$ cat config.mk
export PLATFORM = sky130hd
export DESIGN_NAME = servo_gait_wave_generator
export DESIGN_NICKNAME = d
export VERILOG_FILES = /design/src/sv/sgw_pkg.sv /design/src/sv/sgw_ram.sv /design/src/sv/sgw_div.sv /design/src/sv/sgw_datapath.sv /design/src/sv/sgw_ctrl.sv /design/src/sv/servo_gait_wave_generator.sv
export SDC_FILE = /design/constraint.sdc
export NUM_CORES = 2
export LEC_CHECK = 0
export BUFFER_PORTS_ARGS = -buffer_cell sky130_fd_sc_hd__buf_2
export CAP_MARGIN = 25
export CORE_MARGIN = 2
export CORE_UTILIZATION = 65
export DETAILED_ROUTE_END_ITERATION = 12
export PLACE_DENSITY = 0.82
export SYNTH_ARGS = -nofsm -noshare
export SYNTH_HDL_FRONTEND = slang
export SYNTH_SLANG_ARGS = --single-unit
$ cat constraint.sdc
create_clock -name clk_i -period 10.9 [get_ports clk_i]
set_input_delay 2.18 -clock clk_i [delete_from_list [all_inputs] [get_ports clk_i]]
set_output_delay 2.18 -clock clk_i [all_outputs]
set_load 0.03 [all_outputs]
$ cat src/sv/sgw_pkg.sv
// Package of the servo gait wave generator: operation and divider codes,
// fixed-point constants and the command and status structs of the core.
// No dependencies.
package sgw_pkg;

  localparam int JOINTS = 3;
  localparam int JW = (JOINTS > 1) ? $clog2(JOINTS) : 1;
  localparam int CFG_IW = 3;
  localparam int CFG_TRIM_BASE = 0;
  localparam int CFG_LAG_BASE = JOINTS;

  localparam logic [7:0] TRIM_RESET = 8'd60;
  localparam logic [7:0] LAG_RESET [8] = '{8'd0, 8'd80, 8'd120, 8'd0, 8'd0, 8'd0, 8'd0, 8'd0};

  localparam int DIV_W = 24;
  localparam int DEN_W = 16;

  localparam logic [15:0] Q13_HALF_PI = 16'd12868;
  localparam logic [15:0] Q13_PI = 16'd25736;
  localparam logic [15:0] Q13_THREE_HALF_PI = 16'd38604;
  localparam logic [15:0] Q13_TWO_PI = 16'd51472;
  // Lag angle is lag * 25736 / 180, taken as a multiply by 2^16 * 6434 / 45 rounded up.
  localparam logic [23:0] LAG_RECIP = 24'd9370192;
  localparam logic [16:0] DIV3_RECIP = 17'd43691;

  localparam int PULSE_MID = 1500;
  localparam int TRIM_BIAS = 300;
  localparam logic signed [15:0] PULSE_BASE = 16'(PULSE_MID - TRIM_BIAS);
  localparam logic signed [15:0] PULSE_MIN = 16'sd600;
  localparam logic signed [15:0] PULSE_MAX = 16'sd2400;
  localparam logic [3:0] DIR_STRAIGHT = 4'd7;
  localparam logic [3:0] DIR_LIMIT = 4'd14;

  typedef enum logic [1:0] {
    OP_TICK   = 2'd0,
    OP_PERIOD = 2'd1,
    OP_AMP    = 2'd2,
    OP_TURN   = 2'd3
  } op_e;

  typedef enum logic [1:0] {
    DIV_PHASE = 2'd0,
    DIV_ANGLE = 2'd1
  } div_sel_e;

  typedef struct packed {
    logic     tick_load;
    logic     wr_en;
    logic     div_start;
    div_sel_e div_sel;
    logic     phase_load;
    logic     r_load;
    logic     l_load;
    logic     fold;
    logic     sq;
    logic     cube;
    logic     sine;
    logic     term;
    logic     pulse;
    logic     joint_next;
    logic     out_load;
  } dp_cmd_t;

  typedef struct packed {
    logic div_done;
    logic last_joint;
    logic out_free;
  } dp_status_t;

endpackage

$ cat src/sv/sgw_ram.sv
// Generic single-port-write RAM with a registered read port.
// No dependencies.
module sgw_ram #(
  parameter int WIDTH = 8,
  parameter int DEPTH = 48
) (
  input  logic                     clk_i,
  input  logic                     we_i,
  input  logic [$clog2(DEPTH)-1:0] waddr_i,
  input  logic [WIDTH-1:0]         wdata_i,
  input  logic [$clog2(DEPTH)-1:0] raddr_i,
  output logic [WIDTH-1:0]         rdata_o
);

  logic [WIDTH-1:0] mem_q [DEPTH];
  logic [WIDTH-1:0] rdata_q;

  always_ff @(posedge clk_i) begin
    if (we_i) begin
      mem_q[waddr_i] <= wdata_i;
    end
    rdata_q <= mem_q[raddr_i];
  end

  assign rdata_o = rdata_q;

endmodule

$ cat src/sv/sgw_div.sv
// Radix-2 restoring divider, one quotient bit per cycle.
// Depends on sgw_pkg for the operand widths.
module sgw_div (
  input  logic                       clk_i,
  input  logic                       rst_ni,
  input  logic                       start_i,
  input  logic [sgw_pkg::DIV_W-1:0]  dividend_i,
  input  logic [sgw_pkg::DEN_W-1:0]  divisor_i,
  output logic                       done_o,
  output logic [sgw_pkg::DIV_W-1:0]  quotient_o,
  output logic [sgw_pkg::DEN_W-1:0]  remainder_o
);

  localparam int CW = $clog2(sgw_pkg::DIV_W);

  logic [sgw_pkg::DIV_W-1:0] quo_q;
  logic [sgw_pkg::DEN_W-1:0] rem_q, rem_d, den_q;
  logic [CW-1:0]             cnt_q;
  logic                      busy_q, done_q;
  logic [sgw_pkg::DEN_W:0]   shifted, diff;
  logic                      ge;

  always_comb begin
    shifted = {rem_q, quo_q[sgw_pkg::DIV_W-1]};
    diff    = shifted - {1'b0, den_q};
    ge      = shifted >= {1'b0, den_q};
    rem_d   = ge ? diff[sgw_pkg::DEN_W-1:0] : shifted[sgw_pkg::DEN_W-1:0];
  end

  always_ff @(posedge clk_i or negedge rst_ni) begin
    if (!rst_ni) begin
      busy_q <= 1'b0;
      done_q <= 1'b0;
      cnt_q  <= '0;
    end else begin
      done_q <= 1'b0;
      if (start_i) begin
        busy_q <= 1'b1;
        cnt_q  <= '0;
      end else if (busy_q) begin
        cnt_q <= cnt_q + 1'b1;
        if (cnt_q == CW'(sgw_pkg::DIV_W - 1)) begin
          busy_q <= 1'b0;
          done_q <= 1'b1;
        end
      end
    end
  end

  always_ff @(posedge clk_i) begin
    if (start_i) begin
      quo_q <= dividend_i;
      rem_q <= '0;
      den_q <= divisor_i;
    end else if (busy_q) begin
      quo_q <= {quo_q[sgw_pkg::DIV_W-2:0], ge};
      rem_q <= rem_d;
    end
  end

  assign done_o      = done_q;
  assign quotient_o  = quo_q;
  assign remainder_o = rem_q;

  a_done_after_busy: assert property (@(posedge clk_i) disable iff (!rst_ni)
    done_q |-> $past(busy_q)) else $error("divider done without a division");
  a_busy_bounded: assert property (@(posedge clk_i) disable iff (!rst_ni)
    busy_q |-> cnt_q <= CW'(sgw_pkg::DIV_W - 1)) else $error("divider count overrun");
  a_done_ends: assert property (@(posedge clk_i) disable iff (!rst_ni)
    done_q |-> !busy_q) else $error("divider still busy at done");

endmodule

$ cat src/sv/sgw_datapath.sv
// Datapath of the gait generator: tables, trim and lag registers, phase
// counter, shared divider, sine and pulse arithmetic and the result register.
// Depends on sgw_pkg, sgw_ram and sgw_div.
module sgw_datapath #(
  parameter int SPEED_LEVELS = 16,
  parameter int TURN_ROWS = 8
) (
  input  logic                       clk_i,
  input  logic                       rst_ni,
  input  sgw_pkg::dp_cmd_t           cmd_i,
  output sgw_pkg::dp_status_t        status_o,
  input  logic [1:0]                 op_i,
  input  logic [3:0]                 speed_level_i,
  input  logic [3:0]                 direction_i,
  input  logic [5:0]                 table_index_i,
  input  logic [7:0]                 table_value_i,
  input  logic                       cfg_we_i,
  input  logic [sgw_pkg::CFG_IW-1:0] cfg_index_i,
  input  logic [7:0]                 cfg_data_i,
  input  logic                       out_stall_i,
  output logic                       out_valid_o,
  output logic [11:0]                pulse_joint0_o,
  output logic [11:0]                pulse_joint1_o,
  output logic [11:0]                pulse_joint2_o,
  output logic [7:0]                 phase_now_o
);

  localparam int J = sgw_pkg::JOINTS;
  localparam int SW = (SPEED_LEVELS > 1) ? $clog2(SPEED_LEVELS) : 1;
  localparam int AMP_DEPTH = SPEED_LEVELS * J;
  localparam int AW = $clog2(AMP_DEPTH);
  localparam int TURN_DEPTH = TURN_ROWS * J;
  localparam int TW = $clog2(TURN_DEPTH);

  logic [7:0] trim_q [J];
  logic [7:0] lag_q [J];
  logic [7:0] period_q [SPEED_LEVELS];
  logic [7:0] turn_q [TURN_DEPTH];
  logic [AMP_DEPTH-1:0] amp_vld_q;
  logic                 amp_rv_q;
  logic [7:0]           amp_rdata;

  logic [7:0]  phase_q, per_q;
  logic [3:0]  sel_q, row_q, sel_d, row_d, dir_lim;
  logic        lvl_zero_q, dir_sub_q, neg_q;
  logic [sgw_pkg::JW-1:0] j_q;
  logic [15:0] r0_q, l_q;
  logic [13:0] t_q;
  logic [27:0] sq_q;
  logic [41:0] cube_q;
  logic [14:0] y_q;
  logic [26:0] term_q;
  logic [11:0] pulse_q [J];
  logic        out_valid_q;
  logic [11:0] out_pulse_q [J];
  logic [7:0]  out_phase_q;

  logic        div_done;
  logic [23:0] div_quo, div_dividend;
  logic [15:0] div_rem, div_divisor;
  logic [7:0]  ph2, lag_sel, trim_sel, amp;
  logic [31:0] lag_prod;
  logic [5:0]  amp_addr_w, turn_addr_w;
  logic [16:0] fdiff;
  logic [15:0] x, div3;
  logic [13:0] t_d;
  logic        neg_d;
  logic [32:0] c3_prod;
  logic [15:0] y_d;
  logic [11:0] amp10;
  logic signed [15:0] base, turn10, mag, p, p_sat;
  logic [7:0]  turn_rd;
  logic        amp_we;

  assign ph2      = phase_q + 8'd2;
  assign lag_sel  = lag_q[j_q];
  assign trim_sel = trim_q[j_q];
  assign lag_prod = 32'(lag_sel) * 32'(sgw_pkg::LAG_RECIP);

  // The phase is always below a nonzero period, so the angle quotient is
  // already below 2pi and needs no wrap.
  always_comb begin
    div_dividend = '0;
    div_divisor  = '0;
    case (cmd_i.div_sel)
      sgw_pkg::DIV_PHASE: begin
        div_dividend = {16'd0, ph2};
        div_divisor  = {8'd0, per_q};
      end
      sgw_pkg::DIV_ANGLE: begin
        div_dividend = 24'(phase_q) * 24'(sgw_pkg::Q13_TWO_PI);
        div_divisor  = {8'd0, per_q};
      end
      default: begin
        div_dividend = '0;
        div_divisor  = '0;
      end
    endcase
  end

  sgw_div u_div (
    .clk_i       (clk_i),
    .rst_ni      (rst_ni),
    .start_i     (cmd_i.div_start),
    .dividend_i  (div_dividend),
    .divisor_i   (div_divisor),
    .done_o      (div_done),
    .quotient_o  (div_quo),
    .remainder_o (div_rem)
  );

  assign amp_we = cmd_i.wr_en && (op_i == sgw_pkg::OP_AMP) && (32'(table_index_i) < AMP_DEPTH);
  assign amp_addr_w = 6'(sel_q) * 6'(J) + 6'(j_q);

  sgw_ram #(
    .WIDTH (8),
    .DEPTH (AMP_DEPTH)
  ) u_amp_ram (
    .clk_i   (clk_i),
    .we_i    (amp_we),
    .waddr_i (table_index_i[AW-1:0]),
    .wdata_i (table_value_i),
    .raddr_i (amp_addr_w[AW-1:0]),
    .rdata_o (amp_rdata)
  );

  assign amp = amp_rv_q ? amp_rdata : 8'd0;
  assign turn_addr_w = 6'(row_q) * 6'(J) + 6'(j_q);
  assign turn_rd = turn_q[turn_addr_w[TW-1:0]];

  always_comb begin
    sel_d = (speed_level_i > 4'(SPEED_LEVELS - 1)) ? 4'(SPEED_LEVELS - 1) : speed_level_i;
    dir_lim = (direction_i > sgw_pkg::DIR_LIMIT) ? sgw_pkg::DIR_LIMIT : direction_i;
    row_d = (direction_i >= sgw_pkg::DIR_STRAIGHT) ? sgw_pkg::DIR_LIMIT - dir_lim : direction_i;
    if (row_d > 4'(TURN_ROWS - 1)) begin
      row_d = 4'(TURN_ROWS - 1);
    end
  end

  always_comb begin
    fdiff = {1'b0, r0_q} - {1'b0, l_q};
    x = fdiff[16] ? fdiff[15:0] + sgw_pkg::Q13_TWO_PI : fdiff[15:0];
    if (x <= sgw_pkg::Q13_HALF_PI) begin
      t_d = x[13:0];
      neg_d = 1'b0;
    end else if (x <= sgw_pkg::Q13_PI) begin
      t_d = 14'(sgw_pkg::Q13_PI - x);
      neg_d = 1'b0;
    end else if (x <= sgw_pkg::Q13_THREE_HALF_PI) begin
      t_d = 14'(x - sgw_pkg::Q13_PI);
      neg_d = 1'b1;
    end else begin
      t_d = 14'(sgw_pkg::Q13_TWO_PI - x);
      neg_d = 1'b1;
    end
  end

  always_comb begin
    c3_prod = 33'(cube_q[41:26]) * 33'(sgw_pkg::DIV3_RECIP);
    div3 = c3_prod[32:17];
    y_d = {1'b0, t_q, 1'b0} - div3;
    amp10 = {1'b0, amp, 3'd0} + {3'd0, amp, 1'b0};
  end

  always_comb begin
    base = sgw_pkg::PULSE_BASE + 16'({trim_sel, 2'b00}) + 16'(trim_sel);
    turn10 = 16'({turn_rd, 3'b000}) + 16'({turn_rd, 1'b0});
    mag = 16'(term_q[26:14]);
    if (lvl_zero_q) begin
      p = base;
    end else begin
      p = base + (dir_sub_q ? -turn10 : turn10) + (neg_q ? -mag : mag) - 16'sd1;
    end
    if (p < sgw_pkg::PULSE_MIN) begin
      p_sat = sgw_pkg::PULSE_MIN;
    end else if (p > sgw_pkg::PULSE_MAX) begin
      p_sat = sgw_pkg::PULSE_MAX;
    end else begin
      p_sat = p;
    end
  end

  always_ff @(posedge clk_i or negedge rst_ni) begin
    if (!rst_ni) begin
      for (int k = 0; k < J; k++) begin
        trim_q[k] <= sgw_pkg::TRIM_RESET;
        lag_q[k]  <= sgw_pkg::LAG_RESET[k % 8];
      end
      for (int k = 0; k < SPEED_LEVELS; k++) begin
        period_q[k] <= '0;
      end
      for (int k = 0; k < TURN_DEPTH; k++) begin
        turn_q[k] <= '0;
      end
      amp_vld_q   <= '0;
      amp_rv_q    <= 1'b0;
      phase_q     <= '0;
      out_valid_q <= 1'b0;
      j_q         <= '0;
    end else begin
      amp_rv_q <= amp_vld_q[amp_addr_w[AW-1:0]];
      for (int k = 0; k < J; k++) begin
        if (cfg_we_i && cfg_index_i == sgw_pkg::CFG_IW'(sgw_pkg::CFG_TRIM_BASE + k)) begin
          trim_q[k] <= cfg_data_i;
        end
        if (cfg_we_i && cfg_index_i == sgw_pkg::CFG_IW'(sgw_pkg::CFG_LAG_BASE + k)) begin
          lag_q[k] <= cfg_data_i;
        end
      end
      if (cmd_i.wr_en) begin
        unique case (sgw_pkg::op_e'(op_i))
          sgw_pkg::OP_PERIOD: begin
            if (32'(table_index_i) < SPEED_LEVELS) begin
              period_q[table_index_i[SW-1:0]] <= table_value_i;
            end
          end
          sgw_pkg::OP_AMP: begin
            if (amp_we) begin
              amp_vld_q[table_index_i[AW-1:0]] <= 1'b1;
            end
          end
          sgw_pkg::OP_TURN: begin
            if (32'(table_index_i) < TURN_DEPTH) begin
              turn_q[table_index_i[TW-1:0]] <= table_value_i;
            end
          end
          default: begin
          end
        endcase
      end
      if (cmd_i.tick_load) begin
        j_q <= '0;
      end else if (cmd_i.joint_next) begin
        j_q <= j_q + 1'b1;
      end
      if (cmd_i.phase_load && per_q != 8'd0) begin
        phase_q <= div_rem[7:0];
      end
      if (cmd_i.out_load) begin
        out_valid_q <= 1'b1;
      end else if (!out_stall_i) begin
        out_valid_q <= 1'b0;
      end
    end
  end

  always_ff @(posedge clk_i) begin
    if (cmd_i.tick_load) begin
      sel_q      <= sel_d;
      row_q      <= row_d;
      per_q      <= period_q[sel_d[SW-1:0]];
      lvl_zero_q <= speed_level_i == 4'd0;
      dir_sub_q  <= direction_i >= sgw_pkg::DIR_STRAIGHT;
    end
    if (cmd_i.r_load) begin
      r0_q <= div_quo[15:0];
    end
    if (cmd_i.l_load) begin
      l_q <= lag_prod[31:16];
    end
    if (cmd_i.fold) begin
      t_q   <= t_d;
      neg_q <= neg_d;
    end
    if (cmd_i.sq) begin
      sq_q <= 28'(t_q) * 28'(t_q);
    end
    if (cmd_i.cube) begin
      cube_q <= 42'(sq_q) * 42'(t_q);
    end
    if (cmd_i.sine) begin
      y_q <= (per_q == 8'd0) ? 15'd0 : y_d[14:0];
    end
    if (cmd_i.term) begin
      term_q <= 27'(amp10) * 27'(y_q);
    end
    if (cmd_i.pulse) begin
      pulse_q[j_q] <= p_sat[11:0];
    end
    if (cmd_i.out_load) begin
      for (int k = 0; k < J; k++) begin
        out_pulse_q[k] <= pulse_q[k];
      end
      out_phase_q <= phase_q;
    end
  end

  assign status_o.div_done   = div_done;
  assign status_o.last_joint = j_q == sgw_pkg::JW'(J - 1);
  assign status_o.out_free   = !out_valid_q || !out_stall_i;

  assign out_valid_o    = out_valid_q;
  assign pulse_joint0_o = out_pulse_q[0];
  assign pulse_joint1_o = out_pulse_q[1];
  assign pulse_joint2_o = out_pulse_q[2];
  assign phase_now_o    = out_phase_q;

endmodule

$ cat src/sv/sgw_ctrl.sv
// Controller of the gait generator: sequences the divisions, the sine steps
// and the per-joint pulse loop. Depends on sgw_pkg.
module sgw_ctrl (
  input  logic                clk_i,
  input  logic                rst_ni,
  input  logic                in_valid_i,
  input  logic [1:0]          op_i,
  output logic                in_stall_o,
  input  sgw_pkg::dp_status_t status_i,
  output sgw_pkg::dp_cmd_t    cmd_o
);

  localparam logic [3:0] S_IDLE  = 4'd0;
  localparam logic [3:0] S_PH    = 4'd1;
  localparam logic [3:0] S_PH_W  = 4'd2;
  localparam logic [3:0] S_AN    = 4'd3;
  localparam logic [3:0] S_AN_W  = 4'd4;
  localparam logic [3:0] S_LG    = 4'd7;
  localparam logic [3:0] S_FOLD  = 4'd9;
  localparam logic [3:0] S_SQ    = 4'd10;
  localparam logic [3:0] S_CUBE  = 4'd11;
  localparam logic [3:0] S_SINE  = 4'd12;
  localparam logic [3:0] S_TERM  = 4'd13;
  localparam logic [3:0] S_PULSE = 4'd14;
  localparam logic [3:0] S_OUT   = 4'd15;

  logic [3:0] state_q, state_d;
  logic       accept;

  assign in_stall_o = state_q != S_IDLE;
  assign accept = in_valid_i && state_q == S_IDLE;

  always_comb begin
    state_d = state_q;
    cmd_o = '0;
    cmd_o.div_sel = sgw_pkg::DIV_PHASE;
    unique case (state_q)
      S_IDLE: begin
        if (accept) begin
          if (op_i == sgw_pkg::OP_TICK) begin
            cmd_o.tick_load = 1'b1;
            state_d = S_PH;
          end else begin
            cmd_o.wr_en = 1'b1;
          end
        end
      end
      S_PH: begin
        cmd_o.div_start = 1'b1;
        state_d = S_PH_W;
      end
      S_PH_W: begin
        if (status_i.div_done) begin
          cmd_o.phase_load = 1'b1;
          state_d = S_AN;
        end
      end
      S_AN: begin
        cmd_o.div_start = 1'b1;
        cmd_o.div_sel = sgw_pkg::DIV_ANGLE;
        state_d = S_AN_W;
      end
      S_AN_W: begin
        cmd_o.div_sel = sgw_pkg::DIV_ANGLE;
        if (status_i.div_done) begin
          cmd_o.r_load = 1'b1;
          state_d = S_LG;
        end
      end
      S_LG: begin
        cmd_o.l_load = 1'b1;
        state_d = S_FOLD;
      end
      S_FOLD: begin
        cmd_o.fold = 1'b1;
        state_d = S_SQ;
      end
      S_SQ: begin
        cmd_o.sq = 1'b1;
        state_d = S_CUBE;
      end
      S_CUBE: begin
        cmd_o.cube = 1'b1;
        state_d = S_SINE;
      end
      S_SINE: begin
        cmd_o.sine = 1'b1;
        state_d = S_TERM;
      end
      S_TERM: begin
        cmd_o.term = 1'b1;
        state_d = S_PULSE;
      end
      S_PULSE: begin
        cmd_o.pulse = 1'b1;
        if (status_i.last_joint) begin
          state_d = S_OUT;
        end else begin
          cmd_o.joint_next = 1'b1;
          state_d = S_LG;
        end
      end
      S_OUT: begin
        if (status_i.out_free) begin
          cmd_o.out_load = 1'b1;
          state_d = S_IDLE;
        end
      end
      default: state_d = S_IDLE;
    endcase
  end

  always_ff @(posedge clk_i or negedge rst_ni) begin
    if (!rst_ni) begin
      state_q <= S_IDLE;
    end else begin
      state_q <= state_d;
    end
  end

  a_out_after_pulse: assert property (@(posedge clk_i) disable iff (!rst_ni)
    cmd_o.out_load |-> $past(state_q) == S_PULSE || $past(state_q) == S_OUT)
    else $error("result loaded without finished joints");
  a_tick_starts_div: assert property (@(posedge clk_i) disable iff (!rst_ni)
    cmd_o.tick_load |=> cmd_o.div_start) else $error("tick did not start division");
  a_no_write_busy: assert property (@(posedge clk_i) disable iff (!rst_ni)
    cmd_o.wr_en |-> !in_stall_o) else $error("table write while busy");

endmodule

$ cat src/sv/servo_gait_wave_generator.sv
// Servo gait wave generator, top level: joins the controller and the datapath.
// Depends on sgw_pkg, sgw_ctrl and sgw_datapath.
//
// A tick runs from its acceptance through two divisions on the one shared
// radix-2 divider, for the new phase and the angle, then through the lag, sine
// and pulse arithmetic of each joint in turn, and ends with the load of the
// result register, which waits while the previous result is stalled. A table
// write is done when it is accepted. The block takes one request at a time; a
// finished result waits in the output register while the next request is taken.
module servo_gait_wave_generator #(
  parameter int SPEED_LEVELS = 16,
  parameter int TURN_ROWS = 8
) (
  input  logic                       clk_i,
  input  logic                       rst_ni,
  input  logic                       in_valid_i,
  output logic                       in_stall_o,
  input  logic [1:0]                 op_i,
  input  logic [3:0]                 speed_level_i,
  input  logic [3:0]                 direction_i,
  input  logic [5:0]                 table_index_i,
  input  logic [7:0]                 table_value_i,
  input  logic                       cfg_we_i,
  input  logic [sgw_pkg::CFG_IW-1:0] cfg_index_i,
  input  logic [7:0]                 cfg_data_i,
  output logic                       out_valid_o,
  input  logic                       out_stall_i,
  output logic [11:0]                pulse_joint0_o,
  output logic [11:0]                pulse_joint1_o,
  output logic [11:0]                pulse_joint2_o,
  output logic [7:0]                 phase_now_o
);

  sgw_pkg::dp_cmd_t    cmd;
  sgw_pkg::dp_status_t status;

  sgw_ctrl u_ctrl (
    .clk_i      (clk_i),
    .rst_ni     (rst_ni),
    .in_valid_i (in_valid_i),
    .op_i       (op_i),
    .in_stall_o (in_stall_o),
    .status_i   (status),
    .cmd_o      (cmd)
  );

  sgw_datapath #(
    .SPEED_LEVELS (SPEED_LEVELS),
    .TURN_ROWS    (TURN_ROWS)
  ) u_datapath (
    .clk_i          (clk_i),
    .rst_ni         (rst_ni),
    .cmd_i          (cmd),
    .status_o       (status),
    .op_i           (op_i),
    .speed_level_i  (speed_level_i),
    .direction_i    (direction_i),
    .table_index_i  (table_index_i),
    .table_value_i  (table_value_i),
    .cfg_we_i       (cfg_we_i),
    .cfg_index_i    (cfg_index_i),
    .cfg_data_i     (cfg_data_i),
    .out_stall_i    (out_stall_i),
    .out_valid_o    (out_valid_o),
    .pulse_joint0_o (pulse_joint0_o),
    .pulse_joint1_o (pulse_joint1_o),
    .pulse_joint2_o (pulse_joint2_o),
    .phase_now_o    (phase_now_o)
  );

  a_pulse_range: assert property (@(posedge clk_i) disable iff (!rst_ni)
    out_valid_o |-> pulse_joint0_o >= 12'd600 && pulse_joint0_o <= 12'd2400
      && pulse_joint1_o >= 12'd600 && pulse_joint1_o <= 12'd2400
      && pulse_joint2_o >= 12'd600 && pulse_joint2_o <= 12'd2400)
    else $error("pulse width out of range");
  a_tick_busy: assert property (@(posedge clk_i) disable iff (!rst_ni)
    in_valid_i && !in_stall_o && op_i == sgw_pkg::OP_TICK |=> in_stall_o)
    else $error("tick request not worked on");
  a_result_from_work: assert property (@(posedge clk_i) disable iff (!rst_ni)
    $rose(out_valid_o) |-> $past(in_stall_o)) else $error("result without a tick");

endmodule

Word level (Yosys, flattened, before mapping)
Memories as Yosys holds them, arrays and structs flattened. A register that Yosys moved wholly into a read port is not among the register bits.
Index checks and enable logic that the tools add are counted.
Widths: inputs -> output; s select.
- $add $sub $neg: 22
- multiply operators: 8
- order comparisons: 23
- eq/ne operators: 29
- multiplexer cells: 84
- bitwise operators: 6
- reductions and logical operators: 33
- operators by type and width (kind ; count):
    $bwmux 192 ; 1
    $bwmux 128 ; 1
    $mux 8 ; 11
    $mux 16 ; 5
    $pmux 4 s13 ; 1
    $mux 24 ; 2
    $or 48x48->48 ; 1
    $pmux 24 s2 ; 1
    $mul 28x14->42 ; 1
    $mux 14 ; 3
    $bmux 8 s5 ; 1
    $demux 8 s5 ; 1
    $mux 4 ; 9
    $mux 1 ; 33
    $add 16x16->16 ; 2
    $bmux 8 s2 ; 2
    $bmux 8 s4 ; 1
    $demux 8 s4 ; 1
    $mul 16x16->32 const B ; 1
    $eq 4x4->1 const B ; 7
    $mul 14x14->28 ; 1
    $mul 8x20->28 const B ; 1
    $mul 12x15->27 ; 1
    $add 11x9->12 ; 2
    other kinds (72) ; 115
- bits in registers: 680
- memory bits (writable): 456
- input port bits: 40
- output and inout bits: 46
- word-level logic and storage cells: 281
- memories kept: 3
- memories (name ; words ; bits a word ; rd ports ; clocked after Yosys merged registers in ; write ports ; line ; source):
    u_datapath.u_amp_ram.mem_q ; 48 ; 8 ; 1 ; 1 ; 1 ; sgw_ram.sv:15 ; logic [WIDTH-1:0] mem_q [DEPTH];
    u_datapath.out_pulse_q ; 3 ; 12 ; 3 ; 0 ; 3 ; sgw_datapath.sv:55 ; logic [11:0] out_pulse_q [J];
    u_datapath.pulse_q ; 3 ; 12 ; 3 ; 0 ; 1 ; sgw_datapath.sv:53 ; logic [11:0] pulse_q [J];

Logic depth before layout (Yosys ltp)
- word-level depth: 16
- mapped depth: 39
- mapped depth without buffers: 35

By module
A second synthesis with hierarchy kept.
- cells, all modules: 6672
- area total of the unflattened synthesis: 80428.4 µm²
- modules (own cells, without submodules) (module ; instances ; cells an instance ; area each (µm²)):
    sgw_datapath ; 1 ; 5517 ; 61250.0
    sgw_ram ; 1 ; 790 ; 15334.7
    sgw_div ; 1 ; 298 ; 3395.8
    sgw_ctrl ; 1 ; 67 ; 447.9

Worst setup path before layout
No wires, ideal clock.
- kind: register to register
- start: reg u_datapath.j_q[1] (netlist bit)
- end: mem u_datapath.pulse_q[0][1], data pin
- library setup time: 0.261 ns
- arrival time: 8.736 ns
- data required time: 10.639 ns
- path slack: 1.903 ns
- stages on the path, launching flop included: 37
- buffers on the path: 4
- clock period less this slack: 8.997 ns
- cell sequence: dfrtp_1 clkbuf_1 clkbuf_1 inv_1 fa_1 inv_1 ha_1 fa_1 clkbuf_1 clkbuf_1 mux4_2 mux4_2 a21oi_1 inv_1 ha_1 fa_1 xnor2_1 nand2_1 or2_2 nor2_1 nand3_1 nor2b_1 o21ai_0 a31oi_1 xnor2_1 ha_1 fa_1 inv_1 ha_1 o21a_1 o31a_1 o41ai_1 mux2i_1 a31o_2 nand2_1 o22a_1 and3_1
- cells in the longest elaborated chain, start to end: 15
- ends and longest elaborated chain (what ; line ; source):
    start: declaration ; sgw_datapath.sv:46 ; logic [sgw_pkg::JW-1:0] j_q;
    start signal: assignment ; sgw_datapath.sv:234 ; j_q <= j_q + 1'b1;
    $add 5x2->5 ; sgw_datapath.sv:128 ; assign turn_addr_w = 6'(row_q) * 6'(J) + 6'(j_q);
    $not 5->6 (not written as such) ; sgw_datapath.sv:129 ; assign turn_rd = turn_q[turn_addr_w[TW-1:0]];
    $bmux 8 s5 ; sgw_datapath.sv:129 ;
    $mux 8 (not written as such) (2 in series) ; sgw_datapath.sv:129 ;
    $add 11x9->12 ; sgw_datapath.sv:167 ; turn10 = 16'({turn_rd, 3'b000}) + 16'({turn_rd, 1'b0});
    $neg 16->16 ; sgw_datapath.sv:172 ; p = base + (dir_sub_q ? -turn10 : turn10) + (neg_q ? -mag : mag) - 16'sd1;
    $mux 16 ; sgw_datapath.sv:172 ;
    $add 16x16->16 (2 in series) ; sgw_datapath.sv:172 ;
    $sub 16x2->16 ; sgw_datapath.sv:172 ;
    $mux 16 * ; sgw_datapath.sv:169 ; if (lvl_zero_q) begin
    $gt 16x13->1 ; sgw_datapath.sv:176 ; end else if (p > sgw_pkg::PULSE_MAX) begin
    $mux 12 ; sgw_datapath.sv:176 ;
    $mux 12 * ; sgw_datapath.sv:174 ; if (p < sgw_pkg::PULSE_MIN) begin
    via u_datapath.p_sat[1] ; sgw_datapath.sv:71 ; logic signed [15:0] base, turn10, mag, p, p_sat;
    end: declaration ; sgw_datapath.sv:53 ;
The timed path passes the listed nets; every way through them passes the cells marked *. The select of a mux whose other input is x is not followed.

Final worst setup path
- start: reg u_datapath.j_q[1] (netlist bit)
- end: mem u_datapath.pulse_q[1][5], data pin
The elaborated chain is that of the path after synthesis.

==> flow_summary.toml <==
[sta]
finalCritPeriodShare_pct = 85.8
max_freq_mhz = 107
period_needed_ps = 9350
hold_viol_final = 0
drv_slew = 0
relSlewSlack_pct = 23.5
setup_violations = 0
tightest_slew_ps = 1140
tns_ps = 0
grt_setup_unrepaired = "no"
clock_skew_ps = 60.0

[worst_setup_path]
worstSetupPathType = "flop to flop"
r2r-start = "u_datapath.j_q[1]"
r2r_setup_slack_ps = 1550
slowest_stage = "a21oi_1"
cpMostUsedCell = "inv_1"
reg2reg_to = "u_datapath.pulse_q[1][5]"
crit_required_ps = 11310
arrival_ps = 9760
start_kind = "flop"
crit_path_end_kind = "flop"
max_stage_delay_ps = 560
cp_max_fo = 25
reg2regPathDepth = 33

[logic_synthesis]
synthFlopType = "edfxtp_1"
netlist_instances = 6415
synth.distinct_cells = 102
ys_warn_count = 0
syn-cell-area_mm2 = 0.0786
yosys.area_share.simple_pct = 8.79
synth-edff-count = 632
synth_compound_area_share_pct = 4.56
synthAdderAreaFrac_pct = 26.9
synth_mux_area_share_pct = 12.8
synthArstFlopShare_pct = 40.1
postSynthNetCount = 7737
postSynthAreaPerCell_um2 = 12.3
seq_area_frac_synth_pct = 38.7
synth-seq-cells = 1095
synth-xor-area-share_pct = 2.47
synth_top_family_by_area = "adder cells"

[die]
fp.dieH_um = 352
boundaryPins = 86
start_util_pct = 65.5
die_x_um = 352
dieArea_mm2 = 0.124
rows = 127
core_area_mm2 = 0.120

[global_routing]
overflow = 0
grt_pass1_vias = 53200
grt_max_degree = 179
grt_pass1_wl_um = 297000
antenna_found_initial = 11
grt_usage_pct = 31.2

[final_layout]
areaGrowthSynthToFinish_pct = 7.55
layout_commonest_cell = "inv_1"
drive_gt1_share_pct = 16.7
fin_area_mm2 = 0.0846
mostFrequentLayoutCells = "inv_1 (914), fa_1 (680), edfxtp_1 (632)"
fin_nets = 7740
n_fill_cell = 7865

[drt]
drt_iter0_markers = 4668
wl_um = 187000
drt_drc_violations_left = 0
dr.pass1.iters = 6
vias = 50200
via_per_inst = 6.17
wl_per_cell_um = 23.0
ant_nets = 0

[worst_hold_path]
hold_start = "u_datapath.pulse_q[0][4]"
hp-class = "flop to flop"
worstHoldPathCells = 0
holdPathEnd = "u_datapath.out_pulse_q[0][4]"

[place]
hpwlAfterDp_um = 130000
io_buffers = 85
gp_congestion = 0.930
place_area_mm2 = 0.0807

[clock_network]
cts-htree-levels = 3
cts_hold_buf = 0
numCtsBuffers = 109
clock-root-buffer = "clkbuf_16"
cts_resized = 0
postCtsSetupBuffers = 0
clock-sinks = 1095
cts_buffer_depth = 3
cts_tree = "yes"
path_clk_slew_ps = 60
clk_latency_ps = 740

[power_and_ir_drop]
p_leak_nw = 38.7
irDropWorstVdd_mv = 0.574
power_density_mw_per_mm2 = 205

[outcome]
status = "finished clean"

[run]
max_cap_viol_count = 0
[critical path: cells and delay by family (launching register included)]
kind,cells,cell delay (ps)
compound gates,8,2090
xor+xnor,2,440
fa+ha+maj,8,3000
buf+inv,6,710
flops,1,340
mux,3,1110
simple gates,6,1330
[metal layers]
layer | routed length [um] | track usage (%)
met1 | 72400 | 41.4
met2 | 91600 | 51.6
met3 | 14600 | 5.22
met4 | 7990 | 12.5
met5 | 58 | 0
[state kept, by name (all words and copies together), names as in the netlist, 5 cells and up]
signal	flops
u_datapath.amp_vld_q	48
u_datapath.cube_q	16
u_datapath.l_q	16
u_datapath.lag_q	24
u_datapath.out_pulse_q	36
u_datapath.per_q	8
u_datapath.period_q	128
u_datapath.phase_now_o	8
u_datapath.phase_q	8
u_datapath.pulse_q	36
u_datapath.r0_q	16
u_datapath.sq_q	27
u_datapath.t_q	14
u_datapath.term_q	13
u_datapath.trim_q	24
u_datapath.turn_q	192
u_datapath.u_amp_ram.mem_q	384
u_datapath.u_amp_ram.rdata_o	8
u_datapath.u_div.cnt_q	5
u_datapath.u_div.den_q	8
u_datapath.u_div.quotient_o	24
u_datapath.u_div.remainder_o	16
u_datapath.y_q	15
[report_power, final]
| part | leakage [nW] | internal, W | switching, W |
|---|---|---|---|
| combinational | 24.9 | 0.00351 | 0.00468 |
| sequential | 11.9 | 0.00506 | 0.000204 |
| clock | 1.86 | 0.00222 | 0.00171 |
| total | 38.7 | 0.0108 | 0.00659 |
[stage by stage]
step | cells | setup slack, ps | power [W] | utilization (%) | hold WS, ps
6_report | 8132 | 1550 | 0.0174 | 70.5 | 421
3_3_place_gp | 7909 | 1770 | 0.0130 | 67.2 | 406
5_1_grt | 8128 | 990 | 0.0186 | 70.5 | 427
4_1_cts | 8120 | 1580 | 0.0174 | 70.4 | 422
3_5_place_dp | 7912 | 1620 | 0.0134 | 67.2 | 407
2_1_floorplan | 6415 | 1900 | 0.0114 | - | 400
[synthesized netlist by cell type (all sizes together), types with 52 or more instances]
library cell | number | area [um2]
a21o | 54 | 405
a21oi | 146 | 731
and2 | 274 | 1710
and3 | 52 | 330
clkbuf | 225 | 845
dfrtp | 421 | 10500
edfxtp | 632 | 19000
fa | 681 | 13600
ha | 601 | 7520
inv | 915 | 3430
mux2 | 383 | 4320
mux2i | 55 | 551
mux4 | 231 | 5200
nand2 | 490 | 1850
nor2 | 280 | 1050
nor3 | 62 | 310
o21ai | 130 | 662
or2 | 71 | 444
xnor2 | 132 | 1160
xor2 | 85 | 782
[cell families (layout without fill, tap and decap cells)]
kind of cell    count (synthesis)  count (layout)
buf+inv                      1184            1284
other cells                     2               7
flops                        1095            1095
simple gates                 1418            1418
xor+xnor                      217             217
fa+ha+maj                    1283            1283
compound gates                547             547
mux                           669             669
[how the worst max path moves through the flow]
stage,from,end,slack (ps),cells past startpoint
floorplan,u_datapath.j_q[1],u_datapath.pulse_q[0][1],1900,36
global placement,u_datapath.row_q[0],u_datapath.pulse_q[0][5],1770,33
detailed placement,u_datapath.j_q[1],u_datapath.pulse_q[2][5],1620,33
CTS,u_datapath.j_q[1],u_datapath.pulse_q[1][5],1580,33
global route,u_datapath.j_q[1],u_datapath.pulse_q[1][5],990,34
finish,u_datapath.j_q[1],u_datapath.pulse_q[1][5],1550,33
[layout make-up]
class / count / area [um2] / area share, %
timing repair buffer: 159 / 1050 / 1.25
tap: 1612 / 2020 / 2.38
inverter: 917 / 3440 / 4.07
sequential: 1095 / 30500 / 36.0
clock inverter: 53 / 619 / 0.732
antenna: 5 / 12.5 / 0.0148
clock buffer: 155 / 3180 / 3.76
multi-input combinational: 4136 / 43800 / 51.8
(Power assumes the default switching activity.)
